File: src/hdl/ghd_pkg.sv
// ghd_pkg: types, widths, command and register codes for the grid heat diffusion block
// no dependencies; imported by every module of the block

package ghd_pkg;

	// field widths
	localparam int TEMP_W     = 17;
	localparam int COEF_W     = 15;
	localparam int PASS_W     = 4;
	localparam int DIM_W      = 7;
	localparam int CMD_W      = 2;
	localparam int COORD_W    = 6;
	localparam int CFG_IDX_W  = 3;
	localparam int CFG_DATA_W = 15;

	// datapath widths of the update unit
	localparam int LAP_W      = 20;
	localparam int SUM_W      = LAP_W + 1;
	localparam int PROD_W     = LAP_W + COEF_W + 1;
	localparam int FRAC_SHIFT = 16;

	// commands
	localparam logic [CMD_W-1:0] CMD_WRITE = 2'd0;
	localparam logic [CMD_W-1:0] CMD_RUN   = 2'd1;
	localparam logic [CMD_W-1:0] CMD_READ  = 2'd2;

	// register indexes
	localparam logic [CFG_IDX_W-1:0] REG_COEFF_OCEAN   = 3'd0;
	localparam logic [CFG_IDX_W-1:0] REG_COEFF_LAND    = 3'd1;
	localparam logic [CFG_IDX_W-1:0] REG_PASS_COUNT    = 3'd2;
	localparam logic [CFG_IDX_W-1:0] REG_WIDTH_IN_USE  = 3'd3;
	localparam logic [CFG_IDX_W-1:0] REG_HEIGHT_IN_USE = 3'd4;

	// register reset values
	localparam logic [COEF_W-1:0] COEFF_OCEAN_RST = 15'd14418;
	localparam logic [COEF_W-1:0] COEFF_LAND_RST  = 15'd9175;
	localparam logic [PASS_W-1:0] PASS_COUNT_RST  = 4'd8;
	localparam logic [DIM_W-1:0]  WIDTH_RST       = 7'd64;
	localparam logic [DIM_W-1:0]  HEIGHT_RST      = 7'd64;

	typedef struct packed {
		logic [CMD_W-1:0]   command;
		logic [COORD_W-1:0] cell_x;
		logic [COORD_W-1:0] cell_y;
		logic [TEMP_W-1:0]  temperature_in;
		logic               ocean_in;
	} request_t;

	typedef struct packed {
		logic [TEMP_W-1:0] temperature_out;
		logic              ocean_out;
		logic              run_done;
	} result_t;

	// sequencer states
	typedef enum logic [2:0] {
		ST_IDLE,
		ST_COPY,
		ST_DRAIN,
		ST_CELL,
		ST_FINISH
	} state_t;

	// steps of one cell update: five snapshot reads, accumulate, multiply, write back
	typedef enum logic [2:0] {
		STEP_C,
		STEP_L,
		STEP_R,
		STEP_U,
		STEP_D,
		STEP_ACC,
		STEP_MUL,
		STEP_WB
	} cell_step_t;

	// memory controls from the sequencer
	typedef struct packed {
		logic grid_we;
		logic grid_from_alu;
		logic ocean_we;
		logic snap_we;
	} store_ctl_t;

	// update unit controls
	typedef struct packed {
		logic load;
		logic add;
		logic mul;
	} alu_ctl_t;

	// kind of the result shown in the next cycle
	typedef struct packed {
		logic vld;
		logic run;
		logic in_grid;
	} res_flags_t;

endpackage

File: src/hdl/ghd_alu.sv
// ghd_alu: shared update unit, accumulates the laplacian, scales and saturates
// depends on ghd_pkg; driven step by step by ghd_ctrl

module ghd_alu
	import ghd_pkg::*;
(
	input  logic              clk,
	input  alu_ctl_t          ctl,
	input  logic [TEMP_W-1:0] snap_rd,
	input  logic              ocean,
	input  logic [COEF_W-1:0] coeff_ocean,
	input  logic [COEF_W-1:0] coeff_land,
	output logic [TEMP_W-1:0] new_temp
);

	logic [TEMP_W-1:0]        c_q;
	logic signed [LAP_W-1:0]  acc_q;
	logic signed [PROD_W-1:0] prod_q;

	logic signed [LAP_W-1:0]  data_ext;
	logic signed [COEF_W:0]   coef_s;
	logic signed [LAP_W-1:0]  delta;
	logic signed [SUM_W-1:0]  v;

	assign data_ext = $signed(LAP_W'(snap_rd));
	assign coef_s   = $signed({1'b0, (ocean ? coeff_ocean : coeff_land)});

	// centre loads -4c, neighbours add, then one multiply
	always_ff @(posedge clk) begin
		if (ctl.load) begin
			c_q   <= snap_rd;
			acc_q <= '0 - (data_ext <<< 2);
		end else if (ctl.add) begin
			acc_q <= acc_q + data_ext;
		end
		if (ctl.mul) begin
			prod_q <= acc_q * coef_s;
		end
	end

	// floor shift, add to centre, saturate to the temperature range
	always_comb begin
		delta = LAP_W'(prod_q >>> FRAC_SHIFT);
		v     = $signed(SUM_W'(c_q)) + SUM_W'(delta);
		if (v[SUM_W-1]) begin
			new_temp = '0;
		end else if (v[SUM_W-2:TEMP_W] != '0) begin
			new_temp = '1;
		end else begin
			new_temp = v[TEMP_W-1:0];
		end
	end

endmodule

File: config.mk
export PLATFORM = sky130hd
export DESIGN_NAME = ghd_alu
export DESIGN_NICKNAME = d
export VERILOG_FILES = /design/src/hdl/ghd_pkg.sv /design/src/hdl/ghd_alu.sv
export SDC_FILE = /design/constraint.sdc
export NUM_CORES = 1
export LEC_CHECK = 0
export BUFFER_PORTS_ARGS = -buffer_cell sky130_fd_sc_hd__buf_2
export CAP_MARGIN = 20
export CORE_ASPECT_RATIO = 1.75
export CORE_UTILIZATION = 50
export CTS_CLUSTER_DIAMETER = 200
export DETAILED_ROUTE_END_ITERATION = 10
export PLACE_DENSITY = 0.76
export SLEW_MARGIN = 30
export SYNTH_ARGS = -nofsm -noshare
export SYNTH_HDL_FRONTEND = slang
export SYNTH_SLANG_ARGS = --single-unit
export TNS_END_PERCENT = 100
File: constraint.sdc
create_clock -name clk -period 9.73 [get_ports clk]
set_clock_uncertainty 0.2 [all_clocks]
set_input_delay 1.946 -clock clk [delete_from_list [all_inputs] [get_ports clk]]
set_output_delay 1.946 -clock clk [all_outputs]
set_load 0.01 [all_outputs]
Yosys cells after proc, flatten, opt, wreduce, memory -nomap -nowiden
Index checks and enable logic that the tools add are counted.

word-level totals
  bits in registers = 73
  latch bits = 0
  memory bits (writable) = 0
  ROM bits = 0
  output and inout port bits = 17
  logic and storage cells = 14
  memories = 0

operators by class
  $add $sub $neg = 3
  multiply operators = 1
  divide/modulo/power cells = 0
  order comparisons = 0
  equal/unequal tests = 0
  shift operators = 0
  mux-type cells = 5
  bitwise logic cells = 0
  reductions and logical operators = 2

operators by type and width
  operator                                            count
  2-to-1 mux 20 bit                                   2
  multiplier 20 x 16 -> 36 bit                        1
  2-to-1 mux 17 bit                                   2
  adder 18 x 20 -> 21 bit                             1
  adder 20 x 18 -> 20 bit                             1
  subtractor 1 x 19 -> 20 bit (first input constant)  1
  2-to-1 mux 15 bit                                   1
  nonzero test 3 bit                                  1
  nonzero test 2 bit                                  1

Logic depth before layout (Yosys ltp)
  depth in word-level cells = 4
  depth in mapped cells = 27

Least setup slack after synthesis
No wires, ideal clock.

  kind = in2reg
  from = in ocean
  to = reg prod_q[29], data pin
  setup time = 0.261 ns
  data arrival time = 8.309 ns
  required time = 9.269 ns
  setup slack = 0.960 ns
  stages = 27
  buffers on the path = 4
  path through = buf_4 clkbuf_1 mux2_2 clkbuf_1 clkbuf_1 nand2_1 fa_1 inv_1 fa_1 inv_1 fa_1 inv_1 fa_1 fa_1 inv_1 fa_1 inv_1 ha_1 nand2_1 nor2_1 o221ai_1 o211a_4 a2111oi_4 o211ai_2 a21oi_2 nor4_1 a311o_1

on the way
  word-level cells in the longest chain between the ends = 2

ends and longest elaborated chain
  item                          RTL line       source
  from (decl)                   ghd_alu.sv:10  input logic ocean,
  2-to-1 mux 15 bit             ghd_alu.sv:26  assign coef_s = $signed({1'b0, (ocean ? coeff_ocean : coeff_land)});
  multiplier 20 x 16 -> 36 bit  ghd_alu.sv:37  prod_q <= acc_q * coef_s;
  to (signal assigned)          ghd_alu.sv:37
  to (decl)                     ghd_alu.sv:18  logic signed [PROD_W-1:0] prod_q;

Every way passes these cells.
A chain may end at the register's enable or synchronous reset.

Worst setup path in the final report
Ends and elaborated chain as after synthesis.

==> results <==
- The per-cell via count in the routed design is 5.53.
- The number of nets still failing antenna checks after routing is 0.
- The detail-routed net length per standard cell is 18.0 um.
- The detailed placement HPWL is 30500 um.
- The fraction of registers with async set or reset after synthesis is 0.
- The wire length of the first global-routing pass is 60300 um.
- The cell type contributing the most total cell area after synthesis is sky130_fd_sc_hd__fa_1.
- The critical register-to-register path endpoint is prod_q[29].
- The count of TritonRoute iterations in the first routing pass is 6.
- The post-CTS setup-driven buffer insertion count is 0.
- The count of endpoints failing setup in the final report is 0.
- The synthesized area divided by synthesized cell count is 9.15 um^2.
- During placement, the flow inserted port buffers numbering 68.
- The number of nets in the synthesized netlist is 2125.
- The tree is rooted in a sky130_fd_sc_hd__clkbuf_16.
- Counting tap cells, the placed design contains a total of 2039 instances.
- The number of global-route vias before repair is 12.6k.
- The worst-case hold path end point is acc_q[0].
- In the post-synthesis netlist, the biggest area contributors are sky130_fd_sc_hd__fa_1, sky130_fd_sc_hd__edfxtp_1, sky130_fd_sc_hd__ha_1.
- The post-synthesis to final-layout area growth is 5.81%.
- The startpoint of the lowest-slack register-to-register path is acc_q[17].
- The H-tree was split into 3 levels.
- The total of cells resized after clock tree synthesis is 0.
- The share of synthesized area in the top cell type comes to 0.396.
- Setup repair after global routing left no endpoint under its margin.
- Static timing analysis puts the maximum clock frequency at 116 MHz.
- 69 I/O pins were placed.
- In this run the most critical hold path is launched from acc_q[0].
- In this run the standard cell core region covers 29500 um^2.
- At the worst endpoint, the required time is 9.60 ns.
- The worst hold path belongs to the class reg -> reg.
- The TritonCTS sink count is 57.
- The number of cells on the worst hold path is 2.
- The hold violation count in the final report was 0.
- The count of unresolved DRC violations after routing is 0.
- The register-to-register setup slack is 2.83 ns.
- Of the cells placed in the final design, the portion with a size suffix greater than 1 is 0.0688.
- Data on the critical path arrives at its endpoint at 8.48 ns.
- The total via count in the routed design is 11.4k.
- The starting density of the core is 0.513.
- The largest fanout on the critical path is 20.
- The sum of negative setup slack is 0 ns.
- Yosys instantiated no cell more often than sky130_fd_sc_hd__inv_1.
- After clock tree synthesis, the clock-pin slew on the worst setup and hold paths is 0.05 ns.
- Row generation in the floorplan step produced 83 rows.
- Before CTS, the worst setup slack after placement is 0.738 ns.
- The number of buffers added to fix hold violations after cts is 0.
- Summed over all layers, the global routing overflow is 0.
- Routability-driven placement finished with a final weighted congestion of 0.895.
- The maximum number of pins on one net before global-route repair is 50.
- The clock latency on the worst-skew pair is 0.33 ns.
- The minimum clock period after layout is 8.60 ns.
- The final net count is 2141.
- The total wire length is 36900 um.
- For this run, the total global-route usage over all layers was measured as 0.251.
- The count of pins over their slew limit is 0.
- The tool flagged a number of max-cap violations equal to 0.
- In the synthesized netlist, the cells that appear most often are sky130_fd_sc_hd__inv_1, sky130_fd_sc_hd__fa_1, sky130_fd_sc_hd__nand2_1.
- The distinct cell type count after synthesis is 70.
- For the pin with the worst max-slew slack, the measured transition is 0.929 ns.
- The number of CTS-inserted buffers is 9.
- STA classifies the critical path endpoint as a flip-flop.
- The initial antenna violation count is 3.
- The area of the die is 31000 um^2.
- The cell area that synthesis handed to floorplanning was 15100 um^2.
- The type of origin of the critical path is an input port.
- On the final layout, the worst hold slack is 0.962 ns.
- The vertical die dimension is 232 um.
- The worst slew margin relative to its limit is 0.381.
- The count of synthesis-stage warnings from yosys is 0.
- The die is 133 um wide.
- The number of cells on the worst reg-to-reg path is 19.
- The final critical-path setup slack is 1.13 ns.
- The CTS tree is done.
- In the synthesized netlist, the number of instances is 1652.
- The synthesized design contains 57 enable-type register cells.
- Among all flip-flop cells after synthesis, the most frequent one is sky130_fd_sc_hd__edfxtp_1.
- The post-route non-filler standard cell count is 2057.
- The critical path is of the in -> reg type.
- The run finished with clean final reports.
- The maximum clock path buffer count is 2.
- The number of design-rule violations left by the first detailed-router iteration is 492.
- The final clock period utilization by the worst path is 0.884.
- In this run, synthesis produced a sequential element count of 57.
- For this run, the register share of the synthesized area comes to 0.113.
## logic make-up (layout without fill, tap and decap cells)
family / after synthesis / in the layout / synth area share
mux: 16 / 16 / 0.0118
buf+inv: 442 / 462 / 0.110
compound gates: 170 / 170 / 0.0754
xor+xnor: 61 / 61 / 0.0353
other cells: 0 / 3 / 0
flops: 57 / 57 / 0.113
simple gates: 485 / 485 / 0.157
fa+ha+maj: 421 / 421 / 0.497
## critical path, stage by stage
cell and delay [ns]:
sky130_fd_sc_hd__buf_2 0.39, sky130_fd_sc_hd__mux2_2 0.58, sky130_fd_sc_hd__and2_1 0.25, sky130_fd_sc_hd__fa_1 0.52
sky130_fd_sc_hd__inv_1 0.05, sky130_fd_sc_hd__fa_1 0.47, sky130_fd_sc_hd__fa_1 0.54, sky130_fd_sc_hd__inv_1 0.06
sky130_fd_sc_hd__fa_1 0.47, sky130_fd_sc_hd__fa_1 0.52, sky130_fd_sc_hd__inv_1 0.05, sky130_fd_sc_hd__fa_1 0.48
sky130_fd_sc_hd__inv_1 0.04, sky130_fd_sc_hd__ha_1 0.33, sky130_fd_sc_hd__and3_1 0.20, sky130_fd_sc_hd__nand4_1 0.12
sky130_fd_sc_hd__o211a_4 0.28, sky130_fd_sc_hd__a2111oi_4 0.41, sky130_fd_sc_hd__o211ai_2 0.14, sky130_fd_sc_hd__a21oi_2 0.22
sky130_fd_sc_hd__nor4_1 0.07, sky130_fd_sc_hd__a311o_1 0.31
## registers in the layout, indices dropped and copies added, names as in the netlist
signal  flops
acc_q      20
prod_q     20
c_q        17
## cell type report
| type | count | area (um^2) |
|---|---|---|
| Clock inverter | 5 | 47.5 |
| Antenna cell | 3 | 7.51 |
| Clock buffer | 10 | 229 |
| Tap cell | 382 | 478 |
| Fill cell | 2670 | 13500 |
| Multi-Input combinational cell | 1153 | 11800 |
| Timing Repair Buffer | 71 | 363 |
| Sequential cell | 57 | 1710 |
| Inverter | 376 | 1410 |
## per-stage QoR
step | cell area [um^2] | utilization
floorplan | 15100 | -
global placement | 15700 | 0.533
detailed placement | 15700 | 0.533
CTS | 16000 | 0.542
global route | 16000 | 0.542
finish | 16000 | 0.542
## worst max-delay path by stage
stage / startpoint / endpoint / slack (ns)
2_1_floorplan: ocean / prod_q[29] / 0.96
3_5_place_dp: ocean / prod_q[29] / 0.74
3_3_place_gp: ocean / prod_q[27] / 0.90
6_report: ocean / prod_q[29] / 1.13
5_1_grt: ocean / prod_q[31] / 0.85
4_1_cts: ocean / prod_q[29] / 1.10
## per-layer routing
layer | vias up | routed length [um] | global-route usage
li1 | 5108 | - | -
met1 | 5777 | 11800 | 0.246
met2 | 329 | 21200 | 0.488
met3 | 156 | 1290 | 0.0238
met4 | 0 | 2650 | 0.173
met5 | - | 0 | 0
## cell usage in the layout (no fill, tap or decap), drive strengths merged, types with 3 or more instances in the layout
master,count
diode,3
xnor2,40
or3,4
a21oi,58
a211o,3
nor4,7
and3,8
ha,122
xor2,21
inv,375
mux2i,4
o21a,7
a21o,9
o21bai,5
clkinv,5
o221ai,4
nand3b,5
and2,71
nor2,59
a221oi,4
a211oi,18
nor2b,57
nor3,21
fa,299
mux2,12
edfxtp,57
nand2,209
clkbuf,10
o31ai,4
buf,71
o21ai,28
a31oi,8
or4,3
nand3,14
o211ai,4
or2,5
nand2b,12
Power is left out: the tool's default activity adds up to more than one toggle a clock period on the data nets, which glitch-free logic cannot reach.
