**src/hdl/ghd_pkg.sv**
```systemverilog
// ghd_pkg: types, widths, command and register codes for the grid heat diffusion block
// no dependencies; imported by every module of the block

package ghd_pkg;

	// field widths
	localparam int TEMP_W     = 17;
	localparam int COEF_W     = 15;
	localparam int PASS_W     = 4;
	localparam int DIM_W      = 7;
	localparam int CMD_W      = 2;
	localparam int COORD_W    = 6;
	localparam int CFG_IDX_W  = 3;
	localparam int CFG_DATA_W = 15;

	// datapath widths of the update unit
	localparam int LAP_W      = 20;
	localparam int SUM_W      = LAP_W + 1;
	localparam int PROD_W     = LAP_W + COEF_W + 1;
	localparam int FRAC_SHIFT = 16;

	// commands
	localparam logic [CMD_W-1:0] CMD_WRITE = 2'd0;
	localparam logic [CMD_W-1:0] CMD_RUN   = 2'd1;
	localparam logic [CMD_W-1:0] CMD_READ  = 2'd2;

	// register indexes
	localparam logic [CFG_IDX_W-1:0] REG_COEFF_OCEAN   = 3'd0;
	localparam logic [CFG_IDX_W-1:0] REG_COEFF_LAND    = 3'd1;
	localparam logic [CFG_IDX_W-1:0] REG_PASS_COUNT    = 3'd2;
	localparam logic [CFG_IDX_W-1:0] REG_WIDTH_IN_USE  = 3'd3;
	localparam logic [CFG_IDX_W-1:0] REG_HEIGHT_IN_USE = 3'd4;

	// register reset values
	localparam logic [COEF_W-1:0] COEFF_OCEAN_RST = 15'd14418;
	localparam logic [COEF_W-1:0] COEFF_LAND_RST  = 15'd9175;
	localparam logic [PASS_W-1:0] PASS_COUNT_RST  = 4'd8;
	localparam logic [DIM_W-1:0]  WIDTH_RST       = 7'd64;
	localparam logic [DIM_W-1:0]  HEIGHT_RST      = 7'd64;

	typedef struct packed {
		logic [CMD_W-1:0]   command;
		logic [COORD_W-1:0] cell_x;
		logic [COORD_W-1:0] cell_y;
		logic [TEMP_W-1:0]  temperature_in;
		logic               ocean_in;
	} request_t;

	typedef struct packed {
		logic [TEMP_W-1:0] temperature_out;
		logic              ocean_out;
		logic              run_done;
	} result_t;

	// sequencer states
	typedef enum logic [2:0] {
		ST_IDLE,
		ST_COPY,
		ST_DRAIN,
		ST_CELL,
		ST_FINISH
	} state_t;

	// steps of one cell update: five snapshot reads, accumulate, multiply, write back
	typedef enum logic [2:0] {
		STEP_C,
		STEP_L,
		STEP_R,
		STEP_U,
		STEP_D,
		STEP_ACC,
		STEP_MUL,
		STEP_WB
	} cell_step_t;

	// memory controls from the sequencer
	typedef struct packed {
		logic grid_we;
		logic grid_from_alu;
		logic ocean_we;
		logic snap_we;
	} store_ctl_t;

	// update unit controls
	typedef struct packed {
		logic load;
		logic add;
		logic mul;
	} alu_ctl_t;

	// kind of the result shown in the next cycle
	typedef struct packed {
		logic vld;
		logic run;
		logic in_grid;
	} res_flags_t;

endpackage

```
**src/hdl/ghd_ctrl.sv**
```systemverilog
// ghd_ctrl: command decode and run sequencer, walks cells and update steps
// depends on ghd_pkg; drives ghd_store and ghd_alu

module ghd_ctrl
	import ghd_pkg::*;
#(
	parameter int MAX_WIDTH  = 64,
	parameter int MAX_HEIGHT = 64
) (
	input  logic                                      clk,
	input  logic                                      arst_n,
	input  logic                                      start,
	input  request_t                                  request,
	input  logic [$clog2(MAX_WIDTH+1)-1:0]            width_eff,
	input  logic [$clog2(MAX_HEIGHT+1)-1:0]           height_eff,
	input  logic [PASS_W-1:0]                         pass_count,
	output logic                                      busy,
	output store_ctl_t                                store_ctl,
	output logic [$clog2(MAX_WIDTH*MAX_HEIGHT)-1:0]   grid_addr,
	output logic [$clog2(MAX_WIDTH*MAX_HEIGHT)-1:0]   snap_rd_addr,
	output logic [$clog2(MAX_WIDTH*MAX_HEIGHT)-1:0]   snap_wr_addr,
	output alu_ctl_t                                  alu_ctl,
	output res_flags_t                                res_flags
);

	localparam int XW  = $clog2(MAX_WIDTH);
	localparam int YW  = $clog2(MAX_HEIGHT);
	localparam int XW1 = $clog2(MAX_WIDTH + 1);
	localparam int YW1 = $clog2(MAX_HEIGHT + 1);
	localparam int AW  = $clog2(MAX_WIDTH * MAX_HEIGHT);

	function automatic logic [AW-1:0] cell_addr(input logic [XW-1:0] xv,
		input logic [YW-1:0] yv);
		cell_addr = AW'(AW'(yv) * AW'(MAX_WIDTH)) + AW'(xv);
	endfunction

	state_t      state_q, state_d;
	cell_step_t  step_q;
	logic [XW-1:0]     cx_q;
	logic [YW-1:0]     cy_q;
	logic [PASS_W-1:0] pass_q;
	logic              cp_vld_s1;
	logic [AW-1:0]     cp_addr_s1;
	res_flags_t        res_q;

	logic          accept, is_run, is_read, is_write, req_inside;
	logic [XW-1:0] req_x, xl, xr, cx_next;
	logic [YW-1:0] req_y, yu, yd, cy_next;
	logic [AW-1:0] req_addr, center_addr;
	logic          last_col, last_row, last_cell, last_pass;

	// request decode
	assign accept     = start && (state_q == ST_IDLE);
	assign is_run     = accept && (request.command == CMD_RUN);
	assign is_read    = accept && (request.command == CMD_READ);
	assign is_write   = accept && (request.command == CMD_WRITE);
	assign req_inside = (32'(request.cell_x) < MAX_WIDTH) && (32'(request.cell_y) < MAX_HEIGHT);
	assign req_x      = XW'(request.cell_x);
	assign req_y      = YW'(request.cell_y);
	assign req_addr   = cell_addr(req_x, req_y);

	// neighbours: x wraps, y clamps
	assign center_addr = cell_addr(cx_q, cy_q);
	assign last_col    = (XW1'(cx_q) + XW1'(1)) >= width_eff;
	assign last_row    = (YW1'(cy_q) + YW1'(1)) >= height_eff;
	assign last_cell   = last_col && last_row;
	assign last_pass   = (pass_q + PASS_W'(1)) == pass_count;
	assign xl = (cx_q == '0) ? XW'(width_eff - XW1'(1)) : cx_q - XW'(1);
	assign xr = last_col ? '0 : cx_q + XW'(1);
	assign yu = (cy_q == '0) ? '0 : cy_q - YW'(1);
	assign yd = last_row ? cy_q : cy_q + YW'(1);

	// raster walk over the region in use
	always_comb begin
		cx_next = last_col ? '0 : cx_q + XW'(1);
		cy_next = cy_q;
		if (last_col) begin
			cy_next = last_row ? '0 : cy_q + YW'(1);
		end
	end

	// next state
	always_comb begin
		state_d = state_q;
		case (state_q)
			ST_IDLE: begin
				if (is_run) begin
					state_d = (pass_count == '0) ? ST_FINISH : ST_COPY;
				end
			end
			ST_COPY: begin
				if (last_cell) begin
					state_d = ST_DRAIN;
				end
			end
			ST_DRAIN: begin
				state_d = ST_CELL;
			end
			ST_CELL: begin
				if (step_q == STEP_WB && last_cell) begin
					state_d = last_pass ? ST_FINISH : ST_COPY;
				end
			end
			ST_FINISH: begin
				state_d = ST_IDLE;
			end
			default: begin
				state_d = ST_IDLE;
			end
		endcase
	end

	// outputs
	always_comb begin
		busy         = 1'b1;
		store_ctl    = '0;
		alu_ctl      = '0;
		grid_addr    = center_addr;
		snap_rd_addr = center_addr;
		store_ctl.snap_we = cp_vld_s1;
		case (state_q)
			ST_IDLE: begin
				busy               = 1'b0;
				grid_addr          = req_addr;
				store_ctl.grid_we  = is_write && req_inside;
				store_ctl.ocean_we = is_write && req_inside;
			end
			ST_CELL: begin
				case (step_q)
					STEP_L:  snap_rd_addr = cell_addr(xl, cy_q);
					STEP_R:  snap_rd_addr = cell_addr(xr, cy_q);
					STEP_U:  snap_rd_addr = cell_addr(cx_q, yu);
					STEP_D:  snap_rd_addr = cell_addr(cx_q, yd);
					default: snap_rd_addr = center_addr;
				endcase
				alu_ctl.load = (step_q == STEP_L);
				alu_ctl.add  = (step_q == STEP_R) || (step_q == STEP_U) ||
					(step_q == STEP_D) || (step_q == STEP_ACC);
				alu_ctl.mul  = (step_q == STEP_MUL);
				store_ctl.grid_we       = (step_q == STEP_WB);
				store_ctl.grid_from_alu = 1'b1;
			end
			default: begin
				busy = 1'b1;
			end
		endcase
	end

	// state, counters and result flags
	always_ff @(posedge clk or negedge arst_n) begin
		if (!arst_n) begin
			state_q   <= ST_IDLE;
			step_q    <= STEP_C;
			cx_q      <= '0;
			cy_q      <= '0;
			pass_q    <= '0;
			cp_vld_s1 <= 1'b0;
			res_q     <= '0;
		end else begin
			state_q   <= state_d;
			cp_vld_s1 <= (state_q == ST_COPY);
			case (state_q)
				ST_IDLE: begin
					step_q <= STEP_C;
					cx_q   <= '0;
					cy_q   <= '0;
					pass_q <= '0;
				end
				ST_COPY: begin
					cx_q <= cx_next;
					cy_q <= cy_next;
				end
				ST_CELL: begin
					step_q <= cell_step_t'(step_q + 3'd1);
					if (step_q == STEP_WB) begin
						cx_q <= cx_next;
						cy_q <= cy_next;
						if (last_cell) begin
							pass_q <= pass_q + PASS_W'(1);
						end
					end
				end
				default: begin
					step_q <= STEP_C;
				end
			endcase
			res_q.vld     <= is_read || (state_q == ST_FINISH);
			res_q.run     <= (state_q == ST_FINISH);
			res_q.in_grid <= is_read && req_inside;
		end
	end

	// snapshot write address is the centre address, registered alongside the temperature read
	always_ff @(posedge clk) begin
		cp_addr_s1 <= center_addr;
	end

	assign snap_wr_addr = cp_addr_s1;
	assign res_flags    = res_q;

endmodule

```
**config.mk**
```make
export PLATFORM = sky130hd
export DESIGN_NAME = ghd_ctrl
export DESIGN_NICKNAME = d
export VERILOG_FILES = /design/src/hdl/ghd_pkg.sv /design/src/hdl/ghd_ctrl.sv
export SDC_FILE = /design/constraint.sdc
export NUM_CORES = 1
export LEC_CHECK = 0
export ABC_AREA = 1
export BUFFER_PORTS_ARGS = -buffer_cell sky130_fd_sc_hd__buf_4
export CAP_MARGIN = 15
export CORE_MARGIN = 2
export CORE_UTILIZATION = 51
export CTS_CLUSTER_DIAMETER = 80
export CTS_CLUSTER_SIZE = 8
export DETAILED_ROUTE_END_ITERATION = 8
export PLACE_DENSITY = 0.78
export SKIP_CTS_REPAIR_TIMING = 1
export SLEW_MARGIN = 20
export SYNTH_ARGS = -nofsm -noshare
export SYNTH_HDL_FRONTEND = slang
export SYNTH_SLANG_ARGS = --single-unit
```
**constraint.sdc**
```tcl
create_clock -name clk -period 3.9 [get_ports clk]
set_input_delay 0.78 -clock clk [delete_from_list [all_inputs] [get_ports clk]]
set_output_delay 0.78 -clock clk [all_outputs]
set_load 0.01 [all_outputs]
```
======== Word level (Yosys, flattened, before mapping) ========
Cells that the tools add are included.
word-level totals
  output and inout port bits .............. 47
  logic and storage cells ................. 94
  flip-flop bits (word level) ............. 38
operators by class
  $add $sub $neg .......................... 15
  reduce and logical (&&, ||, !) cells .... 20
  magnitude comparators ................... 2
  mux-type cells .......................... 28
  equal/unequal tests ..................... 19
operators with widths
  kind                 number
  $add 12x6->12        6
  $mux 6               8
  $pmux 12 s4          1
  $pmux 6 s3           2
  $mux 12              2
  $mux 3               6
  $sub 6x1->6 const B  3
  $eq 3x3->1 const B   5
  $add 6x1->7 const B  2
  $ge 7x7->1           2
  $add 6x1->6 const B  2
  $eq 3x2->1 const B   4
  $logic_not 6->1      2
  $pmux 3 s4           1
  $ne 2x2->1 const B   5
  $mux 4               2
  $pmux 4 s2           1
  $eq 3x1->1 const B   2
  $logic_and 1x1->1    6
  $pmux 3 s2           1
  $reduce_and 3->1     2
  $add 4x1->4 const B  1
  $eq 4x4->1           1
  $logic_not 4->1      1
  other kinds (11)     16

======== Logic depth before layout (Yosys ltp) ========
Gate-level depths: netlist (run 1).
  depth after elaboration ................. 6
  depth in mapped cells ................... 19

======== Worst setup path before layout (run 1) ========
Ideal clock, no wire load.
  path type ............................... reg-to-output
  start point ............................. register cy_q[2]
  end point ............................... output port snap_rd_addr[6]
  setup slack ............................. 486 ps
  path buffers ............................ 2
  cell stages (with the launch flop) ...... 17
  data required time ...................... 3120 ps
  arrival time ............................ 2634 ps
  cell sequence ........................... dfrtp_1 > clkbuf_1 > nand3_1 > nor2_1 > nand2_1 > xor2_1 > inv_1 > ha_1 > nand2_1 > nor2_1 > nand4_1 > nand3_1 > inv_1 > buf_2 > ha_1 > o22ai_1 > a22o_1
between the ends
  longest elaborated chain between the ends .. 6
  elaborated cells between the ends (all ways) .. 9
  classes of those cells .................. add/sub (3); order compare (1); mux (4); reduce/logical (1)
RTL lines
  element                   RTL line         RTL
  start: declaration        ghd_ctrl.sv:40   logic [YW-1:0] cy_q;
  start signal: assignment  ghd_ctrl.sv:171  cy_q <= cy_next;
  start signal: assignment  ghd_ctrl.sv:177  cy_q <= cy_next;
  $add 6x1->7               ghd_ctrl.sv:65   assign last_row = (YW1'(cy_q) + YW1'(1)) >= height_eff;
  $ge 7x7->1                ghd_ctrl.sv:65
  $mux 6                    ghd_ctrl.sv:71   assign yd = last_row ? cy_q : cy_q + YW'(1);
  $add 12x6->12             ghd_ctrl.sv:34   cell_addr = AW'(AW'(yv) * AW'(MAX_WIDTH)) + AW'(xv);
  $pmux 12 s4 *             ghd_ctrl.sv:129  case (step_q)
  $mux 12 *                 ghd_ctrl.sv:121  case (state_q)
  end: declaration          ghd_ctrl.sv:20   output logic [$clog2(MAX_WIDTH*MAX_HEIGHT)-1:0] snap_rd_addr,
Mark *: on every way between the ends. The rest lies on a longest branch, timed or not.

======== Worst setup path after layout (run 1) ========
  start point ............................. register cx_q[3]
  end point ............................... output port snap_rd_addr[2]
between the ends
  longest elaborated chain between the ends .. 6
  elaborated cells between the ends (all ways) .. 9
  classes of those cells .................. add/sub (3); order compare (1); mux (4); reduce/logical (1)
RTL lines
  element                   RTL line         RTL
  start: declaration        ghd_ctrl.sv:39   logic [XW-1:0] cx_q;
  start signal: assignment  ghd_ctrl.sv:170  cx_q <= cx_next;
  start signal: assignment  ghd_ctrl.sv:176  cx_q <= cx_next;
  $add 6x1->7               ghd_ctrl.sv:64   assign last_col = (XW1'(cx_q) + XW1'(1)) >= width_eff;
  $ge 7x7->1                ghd_ctrl.sv:64
  $mux 6                    ghd_ctrl.sv:69   assign xr = last_col ? '0 : cx_q + XW'(1);
  $add 12x6->12             ghd_ctrl.sv:34
  $pmux 12 s4 *             ghd_ctrl.sv:129
  $mux 12 *                 ghd_ctrl.sv:121
Marked as above.

==> results of run 1 <==
## where the power goes
group | switching, mW | leakage [nW] | internal, mW | total, mW
Clock | 0.148 | 0.0714 | 0.273 | 0.420
Sequential | 0.0883 | 0.438 | 0.497 | 0.586
Combinational | 0.921 | 1.62 | 0.604 | 1.53
Total | 1.16 | 2.13 | 1.37 | 2.53
## logic make-up (layout without fill, tap and decap cells)
family	Yosys count	count (layout)	synth area share, %
and+or+nand+nor	212	212	31.3
buffers and inverters	80	169	10.5
AOI/OAI and AO/OA	67	67	12.7
DFF	38	38	30.1
adders and majority gates	28	28	11.8
xor gates and xnor gates	12	12	3.55
## metal layers
metal  routed length (um)  share of wire [%]
met5                    0                  0
met4                  105                1.3
met3                  482                6.1
met2                 3780                 47
met1                 3600                 45
## area by class of cell
type | count | area [um2] | area share [%]
Timing Repair Buffer | 89 | 668 | 17.4
Multi-Input combinational cell | 319 | 1770 | 46.1
Sequential cell | 38 | 895 | 23.3
Clock inverter | 2 | 60.1 | 1.57
Tap cell | 72 | 90.1 | 2.35
Inverter | 72 | 270 | 7.05
Clock buffer | 6 | 82.6 | 2.15
## flip-flops by register name, summed over array words and instances (netlist names)
signal,count
snap_wr_addr,12
cx_q,6
cy_q,6
pass_q,4
res_flags,3
state_q,3
step_q,3
cp_vld_s1,1
## per-stage QoR
step | setup WS [ns] | util, % | power (mW) | area [um2] | std cells
6_report | 0.243 | 69.2 | 2.53 | 3830 | 598
5_1_grt | 0.000397 | 69.2 | 2.77 | 3830 | 598
4_1_cts | 0.163 | 68.5 | 2.51 | 3800 | 595
3_5_place_dp | 0.491 | 65.9 | 2.08 | 3650 | 587
3_3_place_gp | 0.482 | 65.9 | 2.05 | 3650 | 587
2_1_floorplan | 0.486 | - | 1.55 | 2960 | 437
## worst min-delay path by stage
stage | startpoint | end | slack, ns | depth (start not counted)
global placement | cx_q[4] | snap_wr_addr[4] | 0.41 | 0
global route | arst_n | cy_q[5] | 0.41 | 1
finish | arst_n | cy_q[3] | 0.39 | 1
floorplan | cy_q[2] | snap_wr_addr[8] | 0.35 | 0
detailed placement | cx_q[4] | snap_wr_addr[4] | 0.42 | 0
CTS | arst_n | step_q[0] | 0.40 | 1
## cell usage in the layout, fill, tap and decap left out, types with 5 or more instances in the layout
master and count:
nor2_1 34, xor2_1 10, clkbuf_8 6, ha_1 28, nand3_1 34, o21ai_0 36
o22ai_1 11, nand4_1 7, nor3_1 5, nand2_1 118, a21oi_1 10, buf_4 89
dfxtp_1 12, dfrtp_1 23, inv_1 70
==> flow_summary.toml, run 1 <==
[outcome]
status = "finished, final reports clean"

[timing]
hold_ws_ns = 0.386
fin_worst_skew_ns = 0.00681
fin_crit_sh_pct = 93.8
setup_viol = 0
fin_setup_tns_ns = 0
hold_viol_final = 0
fin_crit_ns = 3.66
slew_headroom_pct = 46.7
worstMarginPinSlew_ns = 0.799
slew_viol_final = 0
rsz0062_at_grt = "false"
fmax_mhz = 273

[clock_tree]
tritoncts = "built"
numCtsBuffers = 5
clock-sinks = 38
clk-insertion-delay-late_ns = 0.30
htree_levels = 2
cts_root_buf = "clkbuf_8"
cts.clk_slew.worst_paths_ns = 0.08
cts_max_path_buffers = 2

[floorplanning]
die_x_um = 80.2
rows = 27
initial_utilization_pct = 53.4
die_y_um = 80.2
io_pins = 100
core_mm2 = 0.00554
die-area_mm2 = 0.00642

[worst_setup_path]
path_cells = "inv_1 > nor3_1 > xor2_1 > ha_1 > nand2_1 > a21oi_1 > nor2_2 > nand3_4 > inv_2 > nand2_1 > o21ai_0 > nand2_1 > o21ai_0 > buf_4"
timing.rr.start = "cy_q[0]"
crit_slowest_cell = "dfrtp_1"
critPathMaxFanout = 10
r2r_cells = 13
path_buf_inv = 3
cpMostUsedCell = "nand2_1"
arrival_ns = 2.88
required_ns = 3.12
crit_family = "simple AND/OR/NAND/NOR gates"
endpoint = "snap_rd_addr[2]"
rrSetupSlack_ns = 1.24
worstSetupEndpointType = "output port"
startpoint = "cx_q[3]"
path_class = "reg2out"
cp_num_cells = 14
critPathMaxStageDelay_ns = 0.45
start_kind = "flop"
r2r-end = "pass_q[2]"

[cells_and_area]
drive_above_1_share_pct = 22.1
fill_cells = 511
area_delta_synth_final_pct = 29.7
antenna_cells = 0
nets = 606

[flow_run]
maxCapViolations = 0

[worst_hold_path]
hold_class = "in2async"

[logic_synthesis]
synth-edff-count = 0
syn_area_mm2 = 0.00296
seq_area_frac_synth_pct = 30.1
async_reset_ff_share_pct = 68.4
synth_nets = 518
synth_top_area_share_pct = 22.0
synthDistinctLibCells = 32
yosys_warnings = 0
yosysTopAreaCell = "dfrtp_1"
synth_common_cells = "nand2_1, inv_1, o21ai_0, nor2_1, nand3_1"
ys_top_cells_by_area = "dfrtp_1, nand2_1, ha_1, inv_1, dfxtp_1"
ys.flop_type = "dfrtp_1"
postSynthCellCount = 437
syn_avg_cell_area_um2 = 6.77
ys_ff_latch = 38
synth_most_common_cell = "nand2_1"

[drt]
drt-initial-drc-count = 229
routed_via_density = 5.29
antenna_left = 0
wire_per_inst_um = 13.3
first_pass_iters = 4
drcViolationCount = 0
drt_wl_total_um = 7960
vias = 3163

[global_route]
grt_util_met2_pct = 44.7
grt_overflow = 0
grt_pass1_vias = 2946
grt_use_met1_pct = 34.7
grt_usage_pct = 26.3
grt_busiest_layer = "met2"
grt_start_max_net_pins = 27
grt_pass1_wl_um = 13300
antenna_found_initial = 0
grtUsageMet3_pct = 3.93

[placement]
port_buffers = 81
place.gp.congestion = 0.927
dp_hpwl_um = 6290

[power]
p_per_area_mw_per_mm2 = 660
p_leak_nw = 2.13
peakVddDrop_mv = 0.440
Power figures use the tool's default switching activity.
==> run 2, diff against run 1 <==
- RECOVER_POWER: unset -> 50
==> run 2 against run 1 <==
Global-route usage unchanged. Sequential share of layout area rose by 0.42 points. The flow now finishes with violations (max-capacitance violations, max-slew violations). Cell count unchanged. Maximum frequency shrank 0.12%. Register-to-register slack about the same.
==> flow_summary.toml, run 2 (synthesized netlist as in run 1, its figures left out) <==
[outcome]
status = "finished with violations"
violations = "max-capacitance violations, max-slew violations"

[drt]
vias = 3137
wire_per_inst_um = 13.3
routed_via_density = 5.25
drcViolationCount = 0
drt-initial-drc-count = 184
drt_wl_total_um = 7960
antenna_left = 0
first_pass_iters = 4

[cells_and_area]
final_cell_mix = "nand2_1, buf_4, inv_1"
nets = 606
fill_cells = 528
drive_above_1_share_pct = 19.0
antenna_cells = 0
area_delta_synth_final_pct = 27.4
largest_reg_flops = 12
final_common_cell = "nand2_1"

[global_route]
grt_usage_pct = 26.3
antenna_found_initial = 0
grt_pass1_vias = 2946
grt_start_max_net_pins = 27
grt_pass1_wl_um = 13300
grt_overflow = 0

[worst_setup_path]
crit_family = "adder cells"
critPathMaxFanout = 6
arrival_ns = 2.88
start_kind = "flop"
worstSetupEndpointType = "output port"
path_cells = "ha_1 > nand3_1 > xor2_1 > inv_1 > ha_1 > inv_1 > nor2_2 > nand4_1 > nand3_1 > inv_1 > ha_1 > o22ai_1 > a22o_1 > buf_4"
critPathMaxStageDelay_ns = 0.46
path_buf_inv = 4
crit_slowest_cell = "dfrtp_2"
required_ns = 3.12
path_class = "reg2out"

[timing]
setup_ws_ns = 0.239
fin_worst_skew_ns = 0.00660
rsz0062_at_grt = "false"
fin_crit_sh_pct = 93.9
fmax_mhz = 273
setup_viol = 0
hold_viol_final = 0
slew_viol_final = 27
worstMarginPinSlew_ns = 1.52
fin_crit_ns = 3.66
slew_headroom_pct = -1.35
fin_setup_tns_ns = 0

[worst_hold_path]
hold_class = "reg2reg"

[clock_tree]
cts.clk_slew.worst_paths_ns = 0.07
cts_max_path_buffers = 2
clk-insertion-delay-late_ns = 0.30
tritoncts = "built"
numCtsBuffers = 5
cts_root_buf = "clkbuf_8"
clock-sinks = 38
htree_levels = 2

[floorplanning]
rows = 27
core_mm2 = 0.00554
die-area_mm2 = 0.00642
initial_utilization_pct = 53.4
io_pins = 100
die_x_um = 80.2
die_y_um = 80.2

[placement]
dp_hpwl_um = 6290
place.gp.congestion = 0.927
port_buffers = 81
dpl_worst_slack_ns = 0.491

[power]
p_per_area_mw_per_mm2 = 660
p_leak_nw = 2.07
power.total_mw = 2.49
peakVddDrop_mv = 0.427

[flow_run]
maxCapViolations = 1
[run 2: area by class of cell]
type                    count  area, um2  area share [%]
repair buffers             89        612            16.2
well taps                  72       90.1            2.39
flip-flops and latches     38        895            23.7
clock buffers               6       82.6            2.19
multi-input cells         319       1760            46.7
clock inverters             2       60.1            1.59
inverters                  72        270            7.17
[run 2: final timing paths]
path	startpoint	endpoint	slack, ns	cells past startpoint
worst max register to register	cx_q[0]	pass_q[2]	1.23	11
min in group asynchronous	arst_n	cy_q[3]	0.84	1
worst min register to register	cx_q[4]	snap_wr_addr[4]	0.44	0
max in group asynchronous	arst_n	cy_q[0]	2.07	1
worst min-delay path	cx_q[4]	snap_wr_addr[4]	0.44	0
worst max-delay path	cy_q[0]	snap_rd_addr[6]	0.24	14
[run 2: layer usage]
| metal | track usage [%] | wire length (um) | vias up |
|---|---|---|---|
| li1 | - | - | 1586 |
| met1 | 34.7 | 3580 | 1434 |
| met2 | 44.7 | 3820 | 107 |
| met3 | 3.93 | 460 | 10 |
| met4 | 7.29 | 99 | 0 |
| met5 | 0 | 0 | - |
[run 2: power by group]
| part | switching [mW] | internal [mW] |
|---|---|---|
| Clock | 0.147 | 0.273 |
| Sequential | 0.0865 | 0.497 |
| Combinational | 0.918 | 0.564 |
[run 2: stage by stage]
step	hold slack, ns	area, um2	cells	util, %
3_5_place_dp	0.417	3650	587	65.9
5_1_grt	0.445	3770	598	68.0
6_report	0.440	3770	598	68.0
4_1_cts	0.395	3800	595	68.5
3_3_place_gp	0.407	3650	587	65.9
2_1_floorplan	0.345	2960	437	-
==> run 3, diff against run 2 <==
- CORE_ASPECT_RATIO: unset -> 0.9
==> run 3 against run 2 <==
Critical path depth unchanged. Clock-buffer cell count unchanged. Critical path type unchanged. Largest cell class unchanged. Sequential power about the same. Critical endpoint unchanged. Sequential cell count unchanged. First-iteration DRC count up 24%. Sequential share of layout area up 0.38 points. Cell count down 0.50%. The flow now finishes without violations. Cell area down 1.4%. Clock power down 36%. Utilization down 2.0 points. Worst hold slack better by 0.0023 ns.
==> flow_summary.toml, run 3 (synthesized netlist as in run 1, its figures left out) <==
[outcome]
status = "finished, final reports clean"

[worst_setup_path]
critPathMaxFanout = 7
worstSetupEndpointType = "output port"
required_ns = 3.12
crit_slowest_cell = "dfrtp_2"
start_kind = "flop"
r2r_cells = 13
path_class = "reg2out"
timing.rr.start = "cy_q[0]"
path_cells = "ha_1 > nand3_1 > xor2_1 > inv_1 > ha_1 > inv_1 > nor2_1 > nand4_1 > nand3_1 > inv_1 > ha_1 > o22ai_1 > a22o_1 > buf_4"
critPathMaxStageDelay_ns = 0.47
rrSetupSlack_ns = 1.23
arrival_ns = 2.91
r2r-end = "pass_q[1]"

[floorplanning]
core_mm2 = 0.00563
io_pins = 100
die_y_um = 76.3
die_x_um = 84.3
initial_utilization_pct = 52.6
die-area_mm2 = 0.00643
rows = 26

[drt]
drcViolationCount = 0
drt-initial-drc-count = 229
vias = 3115
antenna_left = 0
first_pass_iters = 5
drt_wl_total_um = 7810
routed_via_density = 5.24
wire_per_inst_um = 13.1

[placement]
dp_cells = 586
place.gp.congestion = 0.953
dp_hpwl_um = 6140
dpl_worst_slack_ns = 0.401
port_buffers = 81

[global_route]
grt_start_max_net_pins = 27
grt_overflow = 0
antenna_found_initial = 0
grt_pass1_vias = 2950
grt_pass1_wl_um = 13400
grt_usage_pct = 25.4

[timing]
fin_crit_ns = 3.69
setup_ws_ns = 0.206
slew_viol_final = 0
fin_worst_skew_ns = 0.00722
fmax_mhz = 271
rsz0062_at_grt = "false"
fin_setup_tns_ns = 0
slew_headroom_pct = 1.96
hold_viol_final = 0
setup_viol = 0
worstMarginPinSlew_ns = 1.47
fin_crit_sh_pct = 94.7

[cells_and_area]
final_cell_mix = "nand2_1, buf_4, inv_1"
drive_above_1_share_pct = 19.0
nets = 605
final_common_cell = "nand2_1"
largest_reg_flops = 12
layout.cells.non_filler = 595
antenna_cells = 0
fill_cells = 515
area_delta_synth_final_pct = 25.5

[power]
power.total_mw = 2.34
p_leak_nw = 2.05
p_per_area_mw_per_mm2 = 631
peakVddDrop_mv = 0.463

[clock_tree]
numCtsBuffers = 5
tritoncts = "built"
cts_max_path_buffers = 2
cts_root_buf = "clkbuf_8"
clk-insertion-delay-late_ns = 0.30
cts.clk_slew.worst_paths_ns = 0.08
htree_levels = 2
clock-sinks = 38

[flow_run]
maxCapViolations = 0

[worst_hold_path]
hold_class = "reg2reg"
whs_endpoint = "snap_wr_addr[4]"
holdCritStartpoint = "cx_q[4]"
worstHoldPathCells = 0
==> run 3: cell types whose count changed in the layout (fill, tap and decap cells not counted), moves of 2 or more <==
cell and change:
bufinv_16 -2, nor2_2 -3, clkinv_2 +2, nor2_1 +3, clkbuf_1 -2, buf_4 +2
==> run 3: metrics by stage <==
stage,cell area [um2],utilization (%),hold WS (ns)
3_3_place_gp,3660,65.0,0.411
4_1_cts,3740,66.5,0.395
6_report,3710,66.0,0.442
5_1_grt,3710,66.0,0.461
2_1_floorplan,2960,-,0.345
3_5_place_dp,3660,65.0,0.425
==> run 3: worst max path at each step <==
stage / cells past startpoint / slack [ns] / end / start
after floorplan: 16 / 0.49 / snap_rd_addr[6] / cy_q[2]
after global placement: 14 / 0.49 / snap_rd_addr[2] / cx_q[4]
after detailed placement: 14 / 0.40 / snap_rd_addr[2] / cx_q[4]
after CTS: 14 / 0.07 / snap_rd_addr[2] / cx_q[4]
after global routing: 14 / 0.006 / snap_rd_addr[2] / cx_q[4]
final: 14 / 0.21 / snap_rd_addr[6] / cy_q[0]
==> run 3: layout make-up <==
type                       count  area, um2  area share (%)
clock buffer                   6       72.6            1.95
timing repair buffer          88        616            16.6
multi-input combinational    319       1760            47.4
tap                           70       87.6            2.36
sequential                    38        896            24.1
clock inverter                 2       10.0           0.270
inverter                      72        270            7.28
==> run 3: routing by layer <==
| metal | track usage, % | part of all wire, % |
|---|---|---|
| met5 | 0 | 0 |
| met4 | 9.03 | 2.0 |
| met3 | 4.23 | 6.5 |
| met2 | 39.7 | 45 |
| met1 | 35.5 | 46 |
==> run 3: critical path: cells and delay by family (launching register included) <==
kind	cells	cell delay (ns)
adder cells (fa/ha/maj)	3	0.81
flip-flops	1	0.47
AND/OR/NAND/NOR	4	0.46
AO/OA/AOI/OAI	2	0.35
buffers and inverters	4	0.32
XOR/XNOR	1	0.20
==> run 3: report_power, final <==
group          leakage [nW]  switching, mW  internal (mW)
sequential            0.437         0.0861          0.498
clock                0.0450          0.143          0.124
combinational          1.57          0.925          0.567
total                  2.05           1.15           1.19
